File: config.mk
export PLATFORM = sky130hd
export DESIGN_NAME = block_key_value_tokenizer_top_flat
export DESIGN_NICKNAME = d
export VERILOG_FILES = /design/src/hw/rtl/bkvt_pkg.sv /design/src/hw/rtl/bkvt_in_if.sv /design/src/hw/rtl/bkvt_out_if.sv /design/src/hw/rtl/block_key_value_tokenizer_top.sv /design/src/hw/rtl/bkvt_front.sv /design/src/hw/rtl/bkvt_fifo.sv /design/src/hw/rtl/bkvt_back.sv /design/src/flat_wrapper.sv
export VERILOG_INCLUDE_DIRS = /design/src /design/src/hw/rtl
export SDC_FILE = /design/constraint.sdc
export NUM_CORES = 1
export LEC_CHECK = 0
export BUFFER_PORTS_ARGS = -buffer_cell sky130_fd_sc_hd__buf_2
export CORE_MARGIN = 10
export CORE_UTILIZATION = 35
export DETAILED_ROUTE_END_ITERATION = 10
export PLACE_DENSITY = 0.54
export SLEW_MARGIN = 15
export SYNTH_ARGS = -nofsm -noshare
export SYNTH_HDL_FRONTEND = slang
export SYNTH_SLANG_ARGS = --single-unit
File: constraint.sdc
create_clock -name clk -period 4.15 [get_ports clk]
set_clock_uncertainty 0.15 [all_clocks]
set_input_delay 0.83 -clock clk [delete_from_list [all_inputs] [get_ports clk]]
set_output_delay 0.83 -clock clk [all_outputs]
set_load 0.005 [all_outputs]
File: src/hw/rtl/assert_macros.svh
// assertion helpers shared by the rtl
`ifndef ASSERT_MACROS_SVH
`define ASSERT_MACROS_SVH

// clocked implication, disabled in reset
`define BKVT_ASSERT(label, clk, rst_n, prop, msg) \
  label: assert property (@(posedge clk) disable iff (!rst_n) prop) else $error(msg);

// clocked implication checked only while a transfer is offered
`define BKVT_ASSERT_VALID(label, clk, rst_n, vld, prop, msg) \
  `BKVT_ASSERT(label, clk, rst_n, (vld) |-> (prop), msg)

`endif

File: src/hw/rtl/bkvt_pkg.sv
// ----------------------------------------------------------------------------
// bkvt_pkg
// types, character codes and event codes of the block key/value tokenizer
// ----------------------------------------------------------------------------
`timescale 1ns / 1ps
`default_nettype none

package bkvt_pkg;

  localparam logic [7:0] CH_HASH   = 8'h23;
  localparam logic [7:0] CH_LBRACE = 8'h7b;
  localparam logic [7:0] CH_RBRACE = 8'h7d;
  localparam logic [7:0] CH_COLON  = 8'h3a;
  localparam logic [7:0] CH_SEMI   = 8'h3b;
  localparam logic [7:0] CH_SPACE  = 8'h20;
  localparam logic [7:0] CH_TAB    = 8'h09;
  localparam logic [7:0] CH_CR     = 8'h0d;
  localparam logic [7:0] CH_LF     = 8'h0a;

  localparam logic [3:0] EV_NONE      = 4'd0;
  localparam logic [3:0] EV_NAME_CHAR = 4'd1;
  localparam logic [3:0] EV_NAME_DONE = 4'd2;
  localparam logic [3:0] EV_KEY_CHAR  = 4'd3;
  localparam logic [3:0] EV_KEY_DONE  = 4'd4;
  localparam logic [3:0] EV_VAL_CHAR  = 4'd5;
  localparam logic [3:0] EV_VAL_DONE  = 4'd6;
  localparam logic [3:0] EV_CLOSED    = 4'd7;
  localparam logic [3:0] EV_ERROR     = 4'd8;
  localparam logic [3:0] EV_END_OK    = 4'd9;
  localparam logic [3:0] EV_END_BAD   = 4'd10;

  localparam logic [1:0] ERR_NONE      = 2'd0;
  localparam logic [1:0] ERR_UNEXPECT  = 2'd1;
  localparam logic [1:0] ERR_TOO_LONG  = 2'd2;
  localparam logic [1:0] ERR_TOO_MANY  = 2'd3;

  localparam logic [2:0] GLOBAL_LEN    = 3'd6;
  localparam logic [2:0] GLOBAL_NOMATCH = 3'd7;

  // classified byte handed from front to back
  typedef struct packed {
    logic [7:0] chr;
    logic       end_mark;
    logic       is_ws;
    logic       is_lf;
    logic       is_lbrace;
    logic       is_rbrace;
    logic       is_colon;
    logic       is_semi;
  } item_t;

  function automatic logic [7:0] global_char(input logic [2:0] idx);
    logic [7:0] ch;
    case (idx)
      3'd0:    ch = 8'h67;
      3'd1:    ch = 8'h6c;
      3'd2:    ch = 8'h6f;
      3'd3:    ch = 8'h62;
      3'd4:    ch = 8'h61;
      3'd5:    ch = 8'h6c;
      default: ch = 8'h00;
    endcase
    return ch;
  endfunction

endpackage

`default_nettype wire

File: src/hw/rtl/bkvt_in_if.sv
// ----------------------------------------------------------------------------
// bkvt_in_if
// input byte channel: valid/ready with text byte and end marker
// ----------------------------------------------------------------------------
`timescale 1ns / 1ps
`default_nettype none

interface bkvt_in_if;
  logic       valid;
  logic       ready;
  logic [7:0] text_byte;
  logic       end_marker;

  modport source (output valid, output text_byte, output end_marker, input ready);
  modport sink   (input valid, input text_byte, input end_marker, output ready);
endinterface

`default_nettype wire

File: src/hw/rtl/bkvt_out_if.sv
// ----------------------------------------------------------------------------
// bkvt_out_if
// result channel: valid/ready with one token event per transfer
// ----------------------------------------------------------------------------
`timescale 1ns / 1ps
`default_nettype none

interface bkvt_out_if;
  logic        valid;
  logic        ready;
  logic [3:0]  event_res;
  logic [7:0]  char_out;
  logic        scope_is_global;
  logic [6:0]  block_number;
  logic        block_closed;
  logic [1:0]  error_code;
  logic [15:0] line_number;

  modport source (output valid, output event_res, output char_out,
                  output scope_is_global, output block_number, output block_closed,
                  output error_code, output line_number, input ready);
  modport sink   (input valid, input event_res, input char_out,
                  input scope_is_global, input block_number, input block_closed,
                  input error_code, input line_number, output ready);
endinterface

`default_nettype wire

File: src/hw/rtl/block_key_value_tokenizer_top.sv
// ----------------------------------------------------------------------------
// block_key_value_tokenizer_top
// byte-stream tokenizer for blocks of the form  name { key: value; }
//
// in_ch carries one text byte or an end marker per transfer; out_ch carries
// exactly one event per input transfer, in order. the front blanks comments
// and classifies the byte into a two-entry queue; the back runs the parse
// phase machine and holds the result in an output register.
// throughput: one byte per cycle while out_ch is not stalled. a byte
// accepted on in_ch is written into the queue, then taken by the back into
// the output register, from which its result is shown on out_ch.
// while out_ch is stalled the back holds its result, the queue takes up to
// two more bytes and then in_ch.ready drops; no byte is lost.
// reset (rst_n low, synchronous) empties the queue, drops out_ch.valid and
// returns phase, counters, comment and error state to the start of a text.
// an end marker reports the final check and clears the same state.
// ----------------------------------------------------------------------------
`timescale 1ns / 1ps
`default_nettype none
`include "assert_macros.svh"

module block_key_value_tokenizer_top #(
  parameter int MAX_BLOCKS = 128,
  parameter int WORD_LIMIT = 128
) (
  input  wire logic  clk,
  input  wire logic  rst_n,
  bkvt_in_if.sink    in_ch,
  bkvt_out_if.source out_ch
);

  bkvt_pkg::item_t push_item;
  bkvt_pkg::item_t pop_item;
  logic            push;
  logic            pop;
  logic            q_full;
  logic            q_not_empty;
  logic            err_pair_ok;
  logic            char_pair_ok;
  logic            closed_pair_ok;

  bkvt_front u_front (
    .clk    (clk),
    .rst_n  (rst_n),
    .in_ch  (in_ch),
    .q_full (q_full),
    .q_item (push_item),
    .q_push (push)
  );

  bkvt_fifo u_fifo (
    .clk       (clk),
    .rst_n     (rst_n),
    .push      (push),
    .push_item (push_item),
    .full      (q_full),
    .pop       (pop),
    .pop_item  (pop_item),
    .not_empty (q_not_empty)
  );

  bkvt_back #(
    .MAX_BLOCKS (MAX_BLOCKS),
    .WORD_LIMIT (WORD_LIMIT)
  ) u_back (
    .clk     (clk),
    .rst_n   (rst_n),
    .q_item  (pop_item),
    .q_valid (q_not_empty),
    .q_pop   (pop),
    .out_ch  (out_ch)
  );

  // result field consistency
  assign err_pair_ok    = ((out_ch.error_code != bkvt_pkg::ERR_NONE) ==
                           (out_ch.event_res == bkvt_pkg::EV_ERROR));
  assign char_pair_ok   = (out_ch.char_out == 8'd0) ||
                          (out_ch.event_res inside {bkvt_pkg::EV_NAME_CHAR,
                                                    bkvt_pkg::EV_KEY_CHAR,
                                                    bkvt_pkg::EV_VAL_CHAR});
  assign closed_pair_ok = !out_ch.block_closed ||
                          (out_ch.event_res inside {bkvt_pkg::EV_CLOSED,
                                                    bkvt_pkg::EV_VAL_DONE});

  `BKVT_ASSERT_VALID(a_err_code, clk, rst_n, out_ch.valid, err_pair_ok, "error code off event")
  `BKVT_ASSERT_VALID(a_char_ev, clk, rst_n, out_ch.valid, char_pair_ok, "stray character")
  `BKVT_ASSERT_VALID(a_closed_ev, clk, rst_n, out_ch.valid, closed_pair_ok, "stray block close")
  `BKVT_ASSERT(a_pop_has_data, clk, rst_n, pop |-> q_not_empty, "queue popped while empty")

endmodule

`default_nettype wire

File: src/hw/rtl/bkvt_front.sv
// ----------------------------------------------------------------------------
// bkvt_front
// accepts bytes, blanks comments and classifies each byte for the parser
// ----------------------------------------------------------------------------
`timescale 1ns / 1ps
`default_nettype none

module bkvt_front (
  input  wire logic          clk,
  input  wire logic          rst_n,
  bkvt_in_if.sink            in_ch,
  input  wire logic          q_full,
  output bkvt_pkg::item_t    q_item,
  output logic               q_push
);

  logic       in_comment_r;
  logic       in_comment_nxt;
  logic [7:0] chr;

  assign in_ch.ready = !q_full;
  assign q_push      = in_ch.valid && !q_full;

  always_comb begin
    chr            = in_ch.text_byte;
    in_comment_nxt = in_comment_r;
    if (in_ch.end_marker) begin
      in_comment_nxt = 1'b0;
    end else if (!in_comment_r) begin
      if (in_ch.text_byte == bkvt_pkg::CH_HASH) begin
        chr            = bkvt_pkg::CH_SPACE;
        in_comment_nxt = 1'b1;
      end
    end else if (in_ch.text_byte == bkvt_pkg::CH_LF) begin
      in_comment_nxt = 1'b0;
    end else begin
      chr = bkvt_pkg::CH_SPACE;
    end
  end

  always_comb begin
    q_item.chr       = chr;
    q_item.end_mark  = in_ch.end_marker;
    q_item.is_lf     = (chr == bkvt_pkg::CH_LF);
    q_item.is_ws     = (chr == bkvt_pkg::CH_SPACE) || (chr == bkvt_pkg::CH_TAB) ||
                       (chr == bkvt_pkg::CH_CR) || (chr == bkvt_pkg::CH_LF);
    q_item.is_lbrace = (chr == bkvt_pkg::CH_LBRACE);
    q_item.is_rbrace = (chr == bkvt_pkg::CH_RBRACE);
    q_item.is_colon  = (chr == bkvt_pkg::CH_COLON);
    q_item.is_semi   = (chr == bkvt_pkg::CH_SEMI);
  end

  always_ff @(posedge clk) begin
    if (!rst_n) begin
      in_comment_r <= 1'b0;
    end else if (q_push) begin
      in_comment_r <= in_comment_nxt;
    end
  end

endmodule

`default_nettype wire

File: src/hw/rtl/bkvt_fifo.sv
// ----------------------------------------------------------------------------
// bkvt_fifo
// two-entry queue of classified bytes between front and back
// ----------------------------------------------------------------------------
`timescale 1ns / 1ps
`default_nettype none

module bkvt_fifo (
  input  wire logic             clk,
  input  wire logic             rst_n,
  input  wire logic             push,
  input  wire bkvt_pkg::item_t  push_item,
  output logic                  full,
  input  wire logic             pop,
  output bkvt_pkg::item_t       pop_item,
  output logic                  not_empty
);

  bkvt_pkg::item_t slot_r [2];
  logic            wr_ptr_r;
  logic            rd_ptr_r;
  logic [1:0]      count_r;
  logic [1:0]      count_nxt;

  assign full      = (count_r == 2'd2);
  assign not_empty = (count_r != 2'd0);
  assign pop_item  = slot_r[rd_ptr_r];

  always_comb begin
    count_nxt = count_r;
    if (push && !pop) begin
      count_nxt = count_r + 2'd1;
    end else if (pop && !push) begin
      count_nxt = count_r - 2'd1;
    end
  end

  always_ff @(posedge clk) begin
    if (push) begin
      slot_r[wr_ptr_r] <= push_item;
    end
  end

  always_ff @(posedge clk) begin
    if (!rst_n) begin
      wr_ptr_r <= 1'b0;
      rd_ptr_r <= 1'b0;
      count_r  <= 2'd0;
    end else begin
      if (push) begin
        wr_ptr_r <= !wr_ptr_r;
      end
      if (pop) begin
        rd_ptr_r <= !rd_ptr_r;
      end
      count_r <= count_nxt;
    end
  end

endmodule

`default_nettype wire

File: src/hw/rtl/bkvt_back.sv
// ----------------------------------------------------------------------------
// bkvt_back
// parse phase machine, block and line counters and the result register
// ----------------------------------------------------------------------------
`timescale 1ns / 1ps
`default_nettype none

module bkvt_back #(
  parameter int MAX_BLOCKS = 128,
  parameter int WORD_LIMIT = 128
) (
  input  wire logic             clk,
  input  wire logic             rst_n,
  input  wire bkvt_pkg::item_t  q_item,
  input  wire logic             q_valid,
  output logic                  q_pop,
  bkvt_out_if.source            out_ch
);

  localparam int WL_W = $clog2(WORD_LIMIT);
  localparam int BS_W = $clog2(MAX_BLOCKS + 1);

  localparam logic [2:0] PH_NAME  = 3'd0;
  localparam logic [2:0] PH_OPEN  = 3'd1;
  localparam logic [2:0] PH_KEY   = 3'd2;
  localparam logic [2:0] PH_COLON = 3'd3;
  localparam logic [2:0] PH_VALUE = 3'd4;
  localparam logic [2:0] PH_SEMI  = 3'd5;

  logic [2:0]      phase_r, phase_nxt;
  logic [WL_W-1:0] wl_r, wl_nxt;
  logic [2:0]      gmp_r, gmp_nxt;
  logic            cig_r, cig_nxt;
  logic [BS_W-1:0] bs_r, bs_nxt;
  logic [15:0]     lines_r, lines_nxt;
  logic            err_r, err_nxt;

  logic            out_valid_r;
  logic [3:0]      ev_r;
  logic [7:0]      chr_r;
  logic            glob_r;
  logic [6:0]      bn_r;
  logic            closed_r;
  logic [1:0]      code_r;
  logic [15:0]     line_r;

  logic [3:0]      ev;
  logic [7:0]      chr_o;
  logic            closed;
  logic [1:0]      code;
  logic            glob_o;
  logic [6:0]      bn_o;
  logic            full;
  logic            take;
  logic            name_g;
  logic            c_ws;
  logic            c_lb;
  logic            c_rb;
  logic            c_col;
  logic            c_semi;
  logic            wl_zero;

  function automatic logic [6:0] block_idx(input logic glob, input logic [BS_W-1:0] bs);
    logic [8:0] bs9;
    bs9 = 9'(bs);
    if (glob || bs9 == 9'd0) begin
      return 7'd0;
    end
    return 7'(bs9 - 9'd1);
  endfunction

  assign take  = q_valid && (!out_valid_r || out_ch.ready);
  assign q_pop = take;

  assign c_ws    = q_item.is_ws;
  assign c_lb    = q_item.is_lbrace;
  assign c_rb    = q_item.is_rbrace;
  assign c_col   = q_item.is_colon;
  assign c_semi  = q_item.is_semi;
  assign wl_zero = (wl_r == '0);
  assign full    = (9'(wl_r) >= 9'(WORD_LIMIT - 1));
  assign name_g  = (gmp_r == bkvt_pkg::GLOBAL_LEN);

  always_comb begin
    phase_nxt = phase_r;
    wl_nxt    = wl_r;
    gmp_nxt   = gmp_r;
    cig_nxt   = cig_r;
    bs_nxt    = bs_r;
    lines_nxt = lines_r;
    err_nxt   = err_r;
    ev        = bkvt_pkg::EV_NONE;
    chr_o     = 8'd0;
    closed    = 1'b0;
    code      = bkvt_pkg::ERR_NONE;
    glob_o    = cig_r;
    bn_o      = block_idx(cig_r, bs_r);

    if (q_item.end_mark) begin
      ev        = (!err_r && phase_r == PH_NAME && wl_zero) ? bkvt_pkg::EV_END_OK
                                                            : bkvt_pkg::EV_END_BAD;
      phase_nxt = PH_NAME;
      wl_nxt    = '0;
      gmp_nxt   = 3'd0;
      cig_nxt   = 1'b0;
      bs_nxt    = '0;
      lines_nxt = 16'd0;
      err_nxt   = 1'b0;
    end else if (!err_r) begin
      case (phase_r)
        PH_NAME: begin
          if (wl_zero && c_ws) begin
          end else if (wl_zero && c_lb) begin
            code = bkvt_pkg::ERR_UNEXPECT;
          end else if (full) begin
            code = bkvt_pkg::ERR_TOO_LONG;
          end else if (c_rb || c_col) begin
            code = bkvt_pkg::ERR_UNEXPECT;
          end else if (c_ws || c_lb) begin
            cig_nxt = name_g;
            gmp_nxt = 3'd0;
            if (!name_g && 9'(bs_r) >= 9'(MAX_BLOCKS)) begin
              code = bkvt_pkg::ERR_TOO_MANY;
            end else begin
              if (!name_g) begin
                bs_nxt = bs_r + BS_W'(1);
              end
              ev        = bkvt_pkg::EV_NAME_DONE;
              phase_nxt = c_lb ? PH_KEY : PH_OPEN;
              wl_nxt    = '0;
            end
          end else begin
            if (gmp_r < bkvt_pkg::GLOBAL_LEN && q_item.chr == bkvt_pkg::global_char(gmp_r)) begin
              gmp_nxt = gmp_r + 3'd1;
            end else begin
              gmp_nxt = bkvt_pkg::GLOBAL_NOMATCH;
            end
            wl_nxt = wl_r + WL_W'(1);
            ev     = bkvt_pkg::EV_NAME_CHAR;
            chr_o  = q_item.chr;
          end
        end
        PH_OPEN: begin
          if (c_ws) begin
          end else if (c_lb) begin
            phase_nxt = PH_KEY;
            wl_nxt    = '0;
          end else begin
            code = bkvt_pkg::ERR_UNEXPECT;
          end
        end
        PH_KEY: begin
          if (wl_zero && c_ws) begin
          end else if (wl_zero && c_col) begin
            code = bkvt_pkg::ERR_UNEXPECT;
          end else if (wl_zero && c_rb) begin
            phase_nxt = PH_NAME;
            ev        = bkvt_pkg::EV_CLOSED;
            closed    = 1'b1;
          end else if (full) begin
            code = bkvt_pkg::ERR_TOO_LONG;
          end else if (c_lb || c_rb) begin
            code = bkvt_pkg::ERR_UNEXPECT;
          end else if (c_ws || c_col) begin
            ev        = bkvt_pkg::EV_KEY_DONE;
            phase_nxt = c_col ? PH_VALUE : PH_COLON;
            wl_nxt    = '0;
          end else begin
            wl_nxt = wl_r + WL_W'(1);
            ev     = bkvt_pkg::EV_KEY_CHAR;
            chr_o  = q_item.chr;
          end
        end
        PH_COLON: begin
          if (c_ws) begin
          end else if (c_col) begin
            phase_nxt = PH_VALUE;
            wl_nxt    = '0;
          end else begin
            code = bkvt_pkg::ERR_UNEXPECT;
          end
        end
        PH_VALUE: begin
          if (wl_zero && c_ws) begin
          end else if (full) begin
            code = bkvt_pkg::ERR_TOO_LONG;
          end else if (c_col || c_lb) begin
            code = bkvt_pkg::ERR_UNEXPECT;
          end else if (c_ws || c_semi || c_rb) begin
            ev = bkvt_pkg::EV_VAL_DONE;
            if (c_semi) begin
              phase_nxt = PH_KEY;
            end else if (c_rb) begin
              phase_nxt = PH_NAME;
              closed    = 1'b1;
            end else begin
              phase_nxt = PH_SEMI;
            end
            wl_nxt = '0;
          end else begin
            wl_nxt = wl_r + WL_W'(1);
            ev     = bkvt_pkg::EV_VAL_CHAR;
            chr_o  = q_item.chr;
          end
        end
        default: begin
          if (c_ws) begin
          end else if (c_semi) begin
            phase_nxt = PH_KEY;
            wl_nxt    = '0;
          end else if (c_rb) begin
            phase_nxt = PH_NAME;
            wl_nxt    = '0;
            ev        = bkvt_pkg::EV_CLOSED;
            closed    = 1'b1;
          end else begin
            code = bkvt_pkg::ERR_UNEXPECT;
          end
        end
      endcase

      if (code != bkvt_pkg::ERR_NONE) begin
        if (code == bkvt_pkg::ERR_TOO_MANY) begin
          cig_nxt = 1'b0;
        end
        err_nxt = 1'b1;
        ev      = bkvt_pkg::EV_ERROR;
        chr_o   = 8'd0;
        closed  = 1'b0;
      end else if (q_item.is_lf && lines_r != 16'hffff) begin
        lines_nxt = lines_r + 16'd1;
      end
      glob_o = cig_nxt;
      bn_o   = block_idx(cig_nxt, bs_nxt);
    end
  end

  always_ff @(posedge clk) begin
    if (!rst_n) begin
      phase_r     <= PH_NAME;
      wl_r        <= '0;
      gmp_r       <= 3'd0;
      cig_r       <= 1'b0;
      bs_r        <= '0;
      lines_r     <= 16'd0;
      err_r       <= 1'b0;
      out_valid_r <= 1'b0;
    end else begin
      if (take) begin
        phase_r     <= phase_nxt;
        wl_r        <= wl_nxt;
        gmp_r       <= gmp_nxt;
        cig_r       <= cig_nxt;
        bs_r        <= bs_nxt;
        lines_r     <= lines_nxt;
        err_r       <= err_nxt;
        out_valid_r <= 1'b1;
      end else if (out_ch.ready) begin
        out_valid_r <= 1'b0;
      end
    end
  end

  always_ff @(posedge clk) begin
    if (take) begin
      ev_r     <= ev;
      chr_r    <= chr_o;
      glob_r   <= glob_o;
      bn_r     <= bn_o;
      closed_r <= closed;
      code_r   <= code;
      line_r   <= lines_r;
    end
  end

  assign out_ch.valid           = out_valid_r;
  assign out_ch.event_res       = ev_r;
  assign out_ch.char_out        = chr_r;
  assign out_ch.scope_is_global = glob_r;
  assign out_ch.block_number    = bn_r;
  assign out_ch.block_closed    = closed_r;
  assign out_ch.error_code      = code_r;
  assign out_ch.line_number     = line_r;

endmodule

`default_nettype wire
File: src/flat_wrapper.sv
// flat-port wrapper written by rule: the top's interface ports become plain ports
module block_key_value_tokenizer_top_flat 
#(
  parameter int MAX_BLOCKS = 128,
  parameter int WORD_LIMIT = 128
)
  (clk, rst_n, in_ch_valid, in_ch_text_byte, in_ch_end_marker, in_ch_ready, out_ch_valid, out_ch_event_res, out_ch_char_out, out_ch_scope_is_global, out_ch_block_number, out_ch_block_closed, out_ch_error_code, out_ch_line_number, out_ch_ready);
  bkvt_in_if in_ch_i ();
  bkvt_out_if out_ch_i ();
  input  wire logic clk;
  input  wire logic rst_n;
  input wire logic [$bits(in_ch_i.valid)-1:0] in_ch_valid;
  input wire logic [$bits(in_ch_i.text_byte)-1:0] in_ch_text_byte;
  input wire logic [$bits(in_ch_i.end_marker)-1:0] in_ch_end_marker;
  output wire logic [$bits(in_ch_i.ready)-1:0] in_ch_ready;
  output wire logic [$bits(out_ch_i.valid)-1:0] out_ch_valid;
  output wire logic [$bits(out_ch_i.event_res)-1:0] out_ch_event_res;
  output wire logic [$bits(out_ch_i.char_out)-1:0] out_ch_char_out;
  output wire logic [$bits(out_ch_i.scope_is_global)-1:0] out_ch_scope_is_global;
  output wire logic [$bits(out_ch_i.block_number)-1:0] out_ch_block_number;
  output wire logic [$bits(out_ch_i.block_closed)-1:0] out_ch_block_closed;
  output wire logic [$bits(out_ch_i.error_code)-1:0] out_ch_error_code;
  output wire logic [$bits(out_ch_i.line_number)-1:0] out_ch_line_number;
  input wire logic [$bits(out_ch_i.ready)-1:0] out_ch_ready;
  assign in_ch_i.valid = in_ch_valid;
  assign in_ch_i.text_byte = in_ch_text_byte;
  assign in_ch_i.end_marker = in_ch_end_marker;
  assign in_ch_ready = in_ch_i.ready;
  assign out_ch_valid = out_ch_i.valid;
  assign out_ch_event_res = out_ch_i.event_res;
  assign out_ch_char_out = out_ch_i.char_out;
  assign out_ch_scope_is_global = out_ch_i.scope_is_global;
  assign out_ch_block_number = out_ch_i.block_number;
  assign out_ch_block_closed = out_ch_i.block_closed;
  assign out_ch_error_code = out_ch_i.error_code;
  assign out_ch_line_number = out_ch_i.line_number;
  assign out_ch_i.ready = out_ch_ready;
  block_key_value_tokenizer_top #(.MAX_BLOCKS(MAX_BLOCKS), .WORD_LIMIT(WORD_LIMIT)) u_core (.clk(clk), .rst_n(rst_n), .in_ch(in_ch_i), .out_ch(out_ch_i));
endmodule
# Yosys cells after proc, flatten, opt, wreduce, memory -nomap -nowiden
# Memory sizes are Yosys's and may differ from the RTL's. A register that Yosys moved wholly into a read port is not among the register bits.
# Index checks and enable logic that the tools add are counted.
[totals] register_bits=84 mem_bits_rw=30 output_inout_bits=41 word_cells=348 mem_count=1
[classes] add_sub_neg=8 order_cmp=3 n_eq_ne=54 muxes=207 n_reduce_logical=56
[mem_list] name="u_core.u_fifo.slot_r" depth=2 width=15 read_ports=1 rd_clocked_by_memory_dff=1 write_ports=1 line_no="bkvt_fifo.sv:19" source="bkvt_pkg::item_t slot_r [2];"
[op_table] cell="$mux 8" n=39
[op_table] cell="$mux 7" n=31
[op_table] cell="$mux 3" n=49
[op_table] cell="$pmux 7 s5" n=2
[op_table] cell="$mux 16" n=4
[op_table] cell="$mux 1" n=49
[op_table] cell="$ne 3x2->1 const B" n=16
[op_table] cell="$mux 2" n=20
[op_table] cell="$eq 8x4->1 const B" n=4
[op_table] cell="$eq 8x6->1 const B" n=4
[op_table] cell="$mux 4" n=8
[op_table] cell="$pmux 8 s3" n=1
[op_table] cell="$reduce_and 23->1" n=1
[op_table] cell="$reduce_and 21->1" n=1
[op_table] cell="$add 16x1->16 const B" n=1
[op_table] cell="$eq 8x7->1 const B" n=2
[op_table] cell="$logic_not 8->1" n=2
[op_table] cell="$ne 16x16->1 const B" n=1
[op_table] cell="$ne 4x3->1 const B" n=4
[op_table] cell="$pmux 4 s4" n=1
[op_table] cell="$pmux 3 s5" n=1
[op_table] cell="$sub 7x1->7 const B" n=2
[op_table] cell="$logic_and 1x1->1" n=13
[op_table] cell="$logic_or 1x1->1" n=13
[op_table] cell="other kinds (28)" n=59

# Longest topological paths before layout
# Gate-level depths: netlist of run 1.
[logic_depth] depth_word=24 mapped_depth=16 depth_no_buf=14

# Hierarchy
# From an unflattened synthesis of run 1, not the netlist that was laid out.
[unflattened] hier_cells=651 hier_area_um2=6294.8
[modules_own_cells] mod="bkvt_back" n_inst=1 cells_each=537 area_each_um2=4657.0 seq_area_each_um2=1971.9
[modules_own_cells] mod="bkvt_fifo" n_inst=1 cells_each=69 area_each_um2=1303.8 seq_area_each_um2=1001.0
[modules_own_cells] mod="bkvt_front" n_inst=1 cells_each=45 area_each_um2=334.1 seq_area_each_um2=20.0

# Worst setup path before layout of run 1
# OpenSTA, ideal clock, no wires.
[synth_path] kind="input -> register" startpoint="input out_ch_ready" endpoint="register u_core.u_back.wl_r[4]" setup_time_ps=117 arrival_ps=3137 t_required_ps=3883 setup_slack_ps=745 stages=8 n_path_buf=1 path_cell_list="nor2b_1 or2_2 clkbuf_1 inv_1 a32oi_1 or2_2 a21o_1 a32o_1"
[synth_between] elab_chain_cells=3
[synth_lines] item="from (decl)" line_no="flat_wrapper.sv:24" source="input wire logic [$bits(out_ch_i.ready)-1:0] out_ch_ready;"
[synth_lines] item="$logic_or 1x1->1" line_no="bkvt_back.sv:72" source="assign take = q_valid && (!out_valid_r || out_ch.ready);"
[synth_lines] item="$logic_and 1x1->1" line_no="bkvt_back.sv:72"
[synth_lines] item="via u_core.pop" line_no="block_key_value_tokenizer_top.sv:35" source="logic pop;"
[synth_lines] item="$reduce_and 21->1 (no line)"
[synth_lines] item="to (signal assigned)" line_no="bkvt_back.sv:251" source="wl_r <= wl_nxt;"
[synth_lines] item="to (decl)" line_no="bkvt_back.sv:31" source="logic [WL_W-1:0] wl_r, wl_nxt;"
# The timed path passes the listed nets, and every way through them passes these cells.
# A chain may end at the register's enable or synchronous reset.

==> results.json, run 1 <==
{
  "status": "finished, final reports clean",
  "drc": 0,
  "hp-start": "u_core.u_back.lines_r[15]$_SDFFE_PN0P_",
  "syn_inst": 636,
  "ff2ff_path_depth": 12,
  "slowest_delay_ns": 0.48,
  "stdcell_area_um2": 7350,
  "nFillCells": 1704,
  "die_x_um": 153,
  "routed_via_density": 5.44,
  "finalCritPeriodShare_pct": 89.5,
  "grt_pass1_vias": 5040,
  "clock_power_share_pct": 33.4,
  "grt_pass1_wl_um": 26300,
  "cts_hold_buf": 0,
  "placed_area_um2": 6750,
  "post_cts_buffers": 0,
  "antenna_cells": 0,
  "switching_share_pct": 33.2,
  "yosys.area.top_type": "edfxtp_1",
  "vdd_drop_max_uv": 384,
  "core_um2": 17400,
  "min_path_cells": 0,
  "yosysSeqAreaShare_pct": 48.1,
  "slew_headroom_pct": 34.9,
  "detail-route-antenna-nets": 0,
  "leakage_nw": 2.79,
  "fin_setup_tns_ns": 0,
  "crit_arrival_ns": 3.72,
  "cp_top_family": "simple AND/OR/NAND/NOR gates",
  "comb_power_share_pct": 29.4,
  "first_pass_iters": 5,
  "gp_congestion": 0.947,
  "p_switching_w": 0.00145,
  "syn-cell-area_um2": 6220,
  "synth_common_cells": "edfxtp_1 (69), nor2_1 (56), nand2_1 (53)",
  "worstSkewPairLatency_ns": 0.42,
  "syn2layout_area_growth_pct": 18.0,
  "slowest_stage": "dfxtp_2",
  "grt-ovfl-total": 0,
  "reg2reg_to": "u_core.u_back.out_ch.block_number[2]$_DFFE_PP_",
  "antenna_found_initial": 0,
  "clk_pin_slew_worst_paths_ns": 0.05,
  "period_minus_slack_ns": 3.71,
  "cts_resized": 0,
  "seqPwrFrac_pct": 37.2,
  "die-area_um2": 23500,
  "cts_root_buf": "clkbuf_16",
  "vias": 5084,
  "synth_edf_count": 69,
  "wl_um": 15800,
  "hpwlAfterDp_um": 11800,
  "powerDensity_nw_per_um2": 593,
  "maxCapViolCount": 0,
  "drive_gt1_share_pct": 17.3,
  "grt_max_degree": 42,
  "async_reset_ff_share_pct": 0,
  "min_to": "u_core.u_back.out_ch.line_number[15]$_DFFE_PP_",
  "synth_top_area_share_pct": 33.3,
  "cts_max_level": 4,
  "critPathMaxFanout": 14,
  "cp_data_required_time_ns": 4.16,
  "drtIter0Drc": 320,
  "hold_viol_final": 0,
  "cp-end-kind": "flop",
  "critPathKind": "reg2reg",
  "worst_setup_path_start_kind": "flop",
  "rsz0062_at_grt": "no",
  "port_buffers": 53,
  "setup_viol": 0,
  "rrSetupSlack_ns": 0.44,
  "wl_per_cell_um": 16.9,
  "num_rows": 48,
  "slew_viol_final": 0,
  "die_y_um": 153,
  "ios": 54,
  "grt_usage_pct": 13.5,
  "path_cells": "nor3b_1, o32ai_2, nor4_1, nand2_1, mux2i_1, ha_1, nand2b_1, a21oi_1, inv_1, o41ai_4, o22ai_1, a2bb2oi_1",
  "multiInputGateArea_um2": 3030,
  "synthTopCellsByArea": "edfxtp_1 (33%), dfxtp_1 (15%), nor2_1 (3.4%)",
  "synth.most_common_cell": "edfxtp_1",
  "yosysWarnings": 0,
  "hold_path_class": "reg2reg",
  "ys_ff_latch": 115,
  "synth_fp_nets": 662,
  "intPower_w": 0.00291,
  "fin_nets": 723,
  "synth_ff_type": "edfxtp_1",
  "synth.distinct_cells": 69,
  "cts-buffers-inserted": 17,
  "clkSinkCount": 115,
  "cts_buffer_depth": 2,
  "avgSynthCellArea_um2": 9.79,
  "seq_area_um2": 2990,
  "max_freq_mhz": 269,
  "crit_buf_inv": 1,
  "worst_slew_pin_slew_ns": 0.968,
  "start_util_pct": 35.9,
  "cts_tree": "done"
}
[sequential cells by signal, summed over array words and instances (netlist names), 2 cells and up, named ones only]
signal	cells
u_core.u_back.bs_r	8
u_core.u_back.gmp_r	3
u_core.u_back.lines_r	16
u_core.u_back.out_ch.block_number	7
u_core.u_back.out_ch.char_out	8
u_core.u_back.out_ch.error_code	2
u_core.u_back.out_ch.event_res	4
u_core.u_back.out_ch.line_number	16
u_core.u_back.phase_r	3
u_core.u_back.wl_r	7
u_core.u_fifo.count_r	2
u_core.u_fifo.slot_r	30
[power groups by stage]
stage | clock network, W | registers, W | logic (W)
floorplan | 0 | 0.00165 | 0.000798
global placement | 0 | 0.00163 | 0.00128
detailed placement | 0 | 0.00164 | 0.00129
CTS | 0.00148 | 0.00162 | 0.00130
global route | 0.00154 | 0.00165 | 0.00142
finish | 0.00146 | 0.00162 | 0.00128
[cells by family (layout without fill, tap and decap cells)]
logic type	count (synthesis)	in the layout	share of synthesized area (%)
buf+inv	49	123	3.18
simple gates	255	255	21.3
mux	26	26	4.52
compound gates	155	155	17.0
flops	115	115	48.1
fa+ha+maj	14	14	2.77
xor+xnor	22	22	3.10
[area by class of cell]
type	count	share of cell area (%)
multi-input cells	472	41.3
clock inverters	14	2.21
well taps	225	3.83
repair buffers	63	4.63
clock buffers	18	5.84
flip-flops and latches	115	40.8
inverters	28	1.43
[how the worst max path moves through the flow]
stage | end | slack, ns | depth (start not counted)
final | u_core.u_back.out_ch.block_number[2]$_DFFE_PP_ | 0.44 | 12
after global routing | u_core.u_back.out_ch.block_number[2]$_DFFE_PP_ | 0.13 | 12
after CTS | u_core.u_back.out_ch.block_number[2]$_DFFE_PP_ | 0.28 | 12
after detailed placement | u_core.u_back.out_ch.block_number[2]$_DFFE_PP_ | 0.31 | 12
after global placement | u_core.u_back.out_ch.block_number[2]$_DFFE_PP_ | 0.45 | 12
after floorplan | u_core.u_back.wl_r[4]$_SDFFE_PN0P_ | 0.75 | 8
[per-stage QoR]
step	hold slack, ns	instances	util [%]	worst slack [ns]	power, W
after floorplan	0.289	636	-	0.745	0.00244
after global placement	0.316	903	38.9	0.447	0.00291
after detailed placement	0.315	903	38.9	0.312	0.00293
after CTS	0.330	935	42.3	0.278	0.00440
after global routing	0.345	935	42.3	0.133	0.00461
final	0.333	935	42.3	0.436	0.00436
[layout by cell type (no fill, tap or decap), drive strengths merged, types with 18 or more instances in the layout]
cell type,count
clkbuf,18
dfxtp,46
buf,63
inv,29
o21ai,37
edfxtp,69
mux2i,18
a21oi,37
nor2,56
nand2,53
nor3,21
nand3,23
[metal layers]
metal | share of wire [%] | wire, um | vias up | GRT usage (%)
met4 | 2.3 | 362 | 0 | 5.17
li1 | - | - | 2507 | -
met1 | 46 | 7280 | 2405 | 16.9
met3 | 5.2 | 819 | 31 | 3.82
met2 | 46 | 7310 | 141 | 21.5
met5 | 0 | 0 | - | 0
No activity file was read; power rests on OpenSTA's default activity.
==> run 2: changes to the inputs <==
--- a/config.mk
+++ b/config.mk
@@ -10,6 +10,7 @@
 export CORE_MARGIN = 10
 export CORE_UTILIZATION = 35
 export DETAILED_ROUTE_END_ITERATION = 10
+export MAX_ROUTING_LAYER = met4
 export PLACE_DENSITY = 0.54
 export SLEW_MARGIN = 15
 export SYNTH_ARGS = -nofsm -noshare
==> results.json, run 2 (synthesis results as in run 1) <==
{
  "gp_congestion": 0.916,
  "placed_area_um2": 6770,
  "clkSinkCount": 115,
  "clk_pin_slew_worst_paths_ns": 0.06,
  "status": "finished, final reports clean",
  "hpwlAfterDp_um": 12200,
  "critPathKind": "reg2reg",
  "cts_hold_buf": 0,
  "hold_viol_final": 0,
  "wl_um": 16200,
  "preCtsSetupSlack_ns": 0.426,
  "powerDensity_nw_per_um2": 585,
  "die-area_um2": 23500,
  "layout_common_cells": "edfxtp_1 (69), nor2_1 (56), nand2_1 (53), buf_2 (53), dfxtp_1 (46)",
  "cp-end-kind": "flop",
  "vdd_drop_max_uv": 415,
  "grt_usage_pct": 14.0,
  "grt_pass1_vias": 5059,
  "drc": 0,
  "wl_per_cell_um": 17.2,
  "slew_headroom_pct": 41.0,
  "largest_register_ffs": 30,
  "cts_root_buf": "clkbuf_16",
  "period_minus_slack_ns": 3.76,
  "cts-buffers-inserted": 17,
  "port_buffers": 53,
  "hold_path_class": "reg2reg",
  "num_rows": 48,
  "fin_nets": 725,
  "leakage_nw": 2.80,
  "stdcell_area_um2": 7340,
  "grt-ovfl-total": 0,
  "top_register": "u_core.u_fifo.slot_r",
  "syn2layout_area_growth_pct": 18.0,
  "slew_viol_final": 0,
  "cts_resized": 0,
  "worst_slew_pin_slew_ns": 0.878,
  "max_freq_mhz": 266,
  "drive_gt1_share_pct": 17.6,
  "crit_arrival_ns": 3.78,
  "core_um2": 17400,
  "rsz0062_at_grt": "no",
  "cts_max_level": 4,
  "final.setup.worst_slack_ns": 0.385,
  "start_util_pct": 35.9,
  "vias": 5095,
  "routed_via_density": 5.44,
  "cp_data_required_time_ns": 4.16,
  "detail-route-antenna-nets": 0,
  "grt_pass1_wl_um": 26400,
  "fin_setup_tns_ns": 0,
  "setup_viol": 0,
  "final_common_cell": "edfxtp_1",
  "cts_tree": "done",
  "maxCapViolCount": 0,
  "worst_setup_path_start_kind": "flop",
  "critPathMaxFanout": 10,
  "postLayoutCoreUtil_pct": 42.3,
  "drtIter0Drc": 306,
  "grt_max_degree": 42,
  "post_cts_buffers": 0,
  "worstSkewPairLatency_ns": 0.42,
  "antenna_found_initial": 0,
  "finalCritPeriodShare_pct": 90.7,
  "antenna_cells": 0,
  "cts_buffer_depth": 2,
  "first_pass_iters": 5,
  "die_x_um": 153,
  "die_y_um": 153,
  "ios": 54
}
-- run 2: metal layers --
metal  global-route usage, %  part of all wire, %  routed length [um]  vias to the layer above
li1                        -                    -                   -                     2509
met2                    23.1                   49                7890                      120
met5                       -                    0                   0                        -
met1                    16.7                   46                7370                     2450
met3                    3.11                  4.4                 707                       16
met4                    4.59                  1.1                 181                        0
-- run 2: final timing paths --
| kind | startpoint | to | slack (ns) | cells past startpoint |
|---|---|---|---|---|
| worst max-delay path | flop | u_core.u_back.out_ch.block_number[2]$_DFFE_PP_ | 0.39 | 12 |
| worst min register to register | u_core.u_back.lines_r[15]$_SDFFE_PN0P_ | u_core.u_back.out_ch.line_number[15]$_DFFE_PP_ | 0.33 | 0 |
| worst max register to register | flop | u_core.u_back.out_ch.block_number[2]$_DFFE_PP_ | 0.39 | 12 |
| worst min-delay path | u_core.u_back.lines_r[15]$_SDFFE_PN0P_ | u_core.u_back.out_ch.line_number[15]$_DFFE_PP_ | 0.33 | 0 |
-- run 2: critical path: stages, from the launching register on --
cell	delay (ns)
dfxtp_1	0.52
nor3b_1	0.34
o32ai_2	0.19
nor4_1	0.44
nand2_1	0.30
mux2i_1	0.35
ha_1	0.20
nand2b_1	0.05
a21oi_1	0.17
inv_1	0.10
o41ai_4	0.39
o22ai_1	0.16
a2bb2oi_1	0.15
-- run 2: through the flow --
stage,total power (W),hold slack (ns),instances
3_5_place_dp,0.00296,0.315,905
5_1_grt,0.00455,0.350,937
4_1_cts,0.00435,0.329,937
2_1_floorplan,0.00244,0.289,636
3_3_place_gp,0.00293,0.318,905
6_report,0.00429,0.328,937
-- run 2: where the power goes --
part	total (W)	internal, W	switching [W]	leakage [nW]
registers	0.00162	0.00151	0.000101	1.04
clock network	0.00138	0.000838	0.000541	0.275
logic	0.00130	0.000464	0.000836	1.48
total	0.00429	0.00282	0.00148	2.80
-- run 2: layout make-up --
type	count	area, um^2
fill	1681	10000
sequential	115	2990
tap	225	282
clock inverter	12	95.1
inverter	28	105
clock buffer	20	478
timing repair buffer	65	355
multi-input combinational	472	3030
==> run 3: changes to the inputs <==
--- a/config.mk
+++ b/config.mk
@@ -6,12 +6,13 @@
 export SDC_FILE = /design/constraint.sdc
 export NUM_CORES = 1
 export LEC_CHECK = 0
+export ABC_AREA = 1
 export BUFFER_PORTS_ARGS = -buffer_cell sky130_fd_sc_hd__buf_2
 export CORE_MARGIN = 10
 export CORE_UTILIZATION = 35
 export DETAILED_ROUTE_END_ITERATION = 10
 export MAX_ROUTING_LAYER = met4
-export PLACE_DENSITY = 0.54
+export PLACE_DENSITY = 0.53
 export SLEW_MARGIN = 15
 export SYNTH_ARGS = -nofsm -noshare
 export SYNTH_HDL_FRONTEND = slang
==> results.json, run 3 <==
{
  "slowest_delay_ns": 0.34,
  "final_common_cell": "nand2_1",
  "cts_max_level": 4,
  "cp_data_required_time_ns": 4.17,
  "setup_viol": 0,
  "grt_pass1_vias": 5327,
  "grt-ovfl-total": 0,
  "cp-startpoint": "u_core.u_back.wl_r[0]$_SDFFE_PN0P_",
  "top_register": "u_core.u_fifo.slot_r",
  "rrSetupSlack_ns": 1.17,
  "crit_buf_inv": 2,
  "maxCapViolCount": 0,
  "ios": 54,
  "finalCritPeriodShare_pct": 71.7,
  "die_y_um": 160,
  "status": "finished, final reports clean",
  "worstSkewPairLatency_ns": 0.42,
  "ys_ff_latch": 115,
  "critPathMaxFanout": 11,
  "grt_usage_pct": 13.1,
  "syn-cell-area_um2": 6850,
  "synth.distinct_cells": 56,
  "yosysWarnings": 0,
  "worst_slew_pin_slew_ns": 0.981,
  "slowest_stage": "nand2_1",
  "synth_fp_nets": 832,
  "multiInputGateArea_um2": 3340,
  "postLayoutCoreUtil_pct": 41.2,
  "clk_pin_slew_worst_paths_ns": 0.06,
  "synth.most_common_cell": "nand2_1",
  "core_um2": 19300,
  "synth_ff_type": "edfxtp_1",
  "antenna_found_initial": 0,
  "antenna_cells": 0,
  "cts_tree": "done",
  "nFillCells": 1938,
  "vias": 5503,
  "post_cts_buffers": 0,
  "syn2layout_area_growth_pct": 16.5,
  "drive_gt1_share_pct": 22.2,
  "start_util_pct": 35.4,
  "avgSynthCellArea_um2": 8.49,
  "reg2reg_to": "u_core.u_back.out_ch.block_number[6]$_DFFE_PP_",
  "ff2ff_path_depth": 18,
  "first_pass_iters": 5,
  "whs_ns": 0.306,
  "critPathKind": "reg2reg",
  "synth_common_cells": "nand2_1 (156), nor2_1 (95), inv_1 (90)",
  "synthTopCellsByArea": "edfxtp_1 (30%), dfxtp_1 (13%), nand2_1 (8.6%)",
  "cts-buffers-inserted": 17,
  "slew_viol_final": 0,
  "layout_common_cells": "nand2_1 (156), nor2_1 (95), inv_1 (90), edfxtp_1 (69), buf_2 (53)",
  "cts_resized": 0,
  "drc": 0,
  "die-area_um2": 25600,
  "hold_viol_final": 0,
  "largest_register_ffs": 30,
  "max_freq_mhz": 336,
  "cp-end-kind": "flop",
  "die_x_um": 160,
  "fin_setup_tns_ns": 0,
  "worst_setup_path_start_kind": "flop",
  "period_minus_slack_ns": 2.98,
  "gp_congestion": 0.901,
  "vdd_drop_max_uv": 407,
  "drtIter0Drc": 227,
  "leakage_nw": 3.26,
  "yosysSeqAreaShare_pct": 43.7,
  "async_reset_ff_share_pct": 0,
  "synth_top_area_share_pct": 30.3,
  "powerDensity_nw_per_um2": 751,
  "num_rows": 51,
  "cts_hold_buf": 0,
  "worstReg2RegStart": "u_core.u_back.wl_r[0]$_SDFFE_PN0P_",
  "path_cells": "ha_1, nand2_1, nand2_1, nand2_1, inv_2, nor2_1, nand3_2, nor2_8, nand2_1, nand2_1, ha_1, inv_1, nor2_1, nand3_1, nor2_2, nand2_2, nand2_4, o21ai_2",
  "synth_edf_count": 69,
  "grt_pass1_wl_um": 27100,
  "detail-route-antenna-nets": 0,
  "clkSinkCount": 115,
  "grt_max_degree": 46,
  "crit_arrival_ns": 3.00,
  "yosys.area.top_type": "edfxtp_1",
  "fin_nets": 894,
  "slew_headroom_pct": 34.5,
  "hold_path_class": "reg2reg",
  "cts_root_buf": "clkbuf_16",
  "seq_area_um2": 2990,
  "rsz0062_at_grt": "no",
  "hpwlAfterDp_um": 11900,
  "cp_top_family": "simple AND/OR/NAND/NOR gates",
  "routed_via_density": 4.80,
  "wl_per_cell_um": 14.0,
  "port_buffers": 53,
  "path_common_cell": "nand2_1",
  "cp.depth": 18,
  "crit_end": "u_core.u_back.out_ch.block_number[6]$_DFFE_PP_",
  "wl_um": 16000,
  "cts_buffer_depth": 2,
  "syn_inst": 806
}
==> run 3: changes by cell type after synthesis, sizes merged, moves of 10 or more <==
cell	previous run	this run
mux2i	18	4
nand3	23	54
nand4	10	30
nor2	56	108
a21oi	37	50
and2	17	0
nor2b	12	0
nand2	53	189
inv	28	100
clkbuf	14	4
or3	16	0
o22ai	12	2
and3	11	0
==> run 3: area by class of cell <==
| class | count | share of cell area, % |
|---|---|---|
| clock inverters | 14 | 2.02 |
| well taps | 265 | 4.16 |
| flip-flops and latches | 115 | 37.5 |
| inverters | 100 | 4.87 |
| repair buffers | 61 | 4.08 |
| clock buffers | 18 | 5.38 |
| multi-input cells | 573 | 41.9 |
==> run 3: how the worst min path moves through the flow <==
| stage | cells after the start | endpoint | start | slack, ns |
|---|---|---|---|---|
| CTS | 1 | u_core.u_fifo.rd_ptr_r$_SDFFE_PN0P_ | u_core.u_fifo.rd_ptr_r$_SDFFE_PN0P_ | 0.31 |
| detailed placement | 1 | u_core.u_fifo.rd_ptr_r$_SDFFE_PN0P_ | u_core.u_fifo.rd_ptr_r$_SDFFE_PN0P_ | 0.30 |
| finish | 1 | u_core.u_fifo.rd_ptr_r$_SDFFE_PN0P_ | u_core.u_fifo.rd_ptr_r$_SDFFE_PN0P_ | 0.31 |
| global placement | 1 | u_core.u_fifo.rd_ptr_r$_SDFFE_PN0P_ | u_core.u_fifo.rd_ptr_r$_SDFFE_PN0P_ | 0.29 |
| floorplan | 1 | flop | u_core.u_fifo.rd_ptr_r$_SDFFE_PN0P_ | 0.28 |
| global route | 1 | u_core.u_fifo.rd_ptr_r$_SDFFE_PN0P_ | u_core.u_fifo.rd_ptr_r$_SDFFE_PN0P_ | 0.34 |
==> run 3: worst register-to-register path, delay by kind of cell, from the launching register on <==
family	cells	cell delay (ns)
simple gates	13	1.69
fa+ha+maj	2	0.37
flops	1	0.33
buf+inv	2	0.14
compound gates	1	0.07
==> run 3: logic make-up after synthesis <==
group	after synthesis	share of synthesized area, %
xor gates and xnor gates	21	2.69
muxes	4	0.585
and+or+nand+nor	417	32.0
AOI/OAI and AO/OA	118	11.1
buffers and inverters	118	7.53
adders and majority gates	13	2.38
DFF	115	43.7
==> run 3: layer usage <==
metal  global-route usage, %  vias to the layer above  part of all wire [%]
met2                    20.1                      119                    46
met5                       -                        -                     0
met1                    16.7                     2516                    48
met4                    4.63                        0                   1.5
met3                    3.11                       16                   4.1
li1                        -                     2852                     -
==> run 3: per-stage QoR <==
stage | total power [W] | std cells | instance area, um^2 | setup slack [ns]
floorplan | 0.00389 | 806 | 6850 | 0.759
global placement | 0.00459 | 1114 | 7380 | 1.23
detailed placement | 0.00458 | 1114 | 7380 | 1.18
CTS | 0.00607 | 1146 | 7970 | 1.19
global route | 0.00646 | 1146 | 7970 | 0.927
finish | 0.00599 | 1146 | 7970 | 1.17
==> run 3: power breakdown <==
group	total, W	internal, W	switching, W	leakage, nW
combinational	0.00279	0.000865	0.00192	1.94
sequential	0.00174	0.00161	0.000131	1.05
clock	0.00146	0.000938	0.000525	0.281
total	0.00599	0.00341	0.00258	3.26
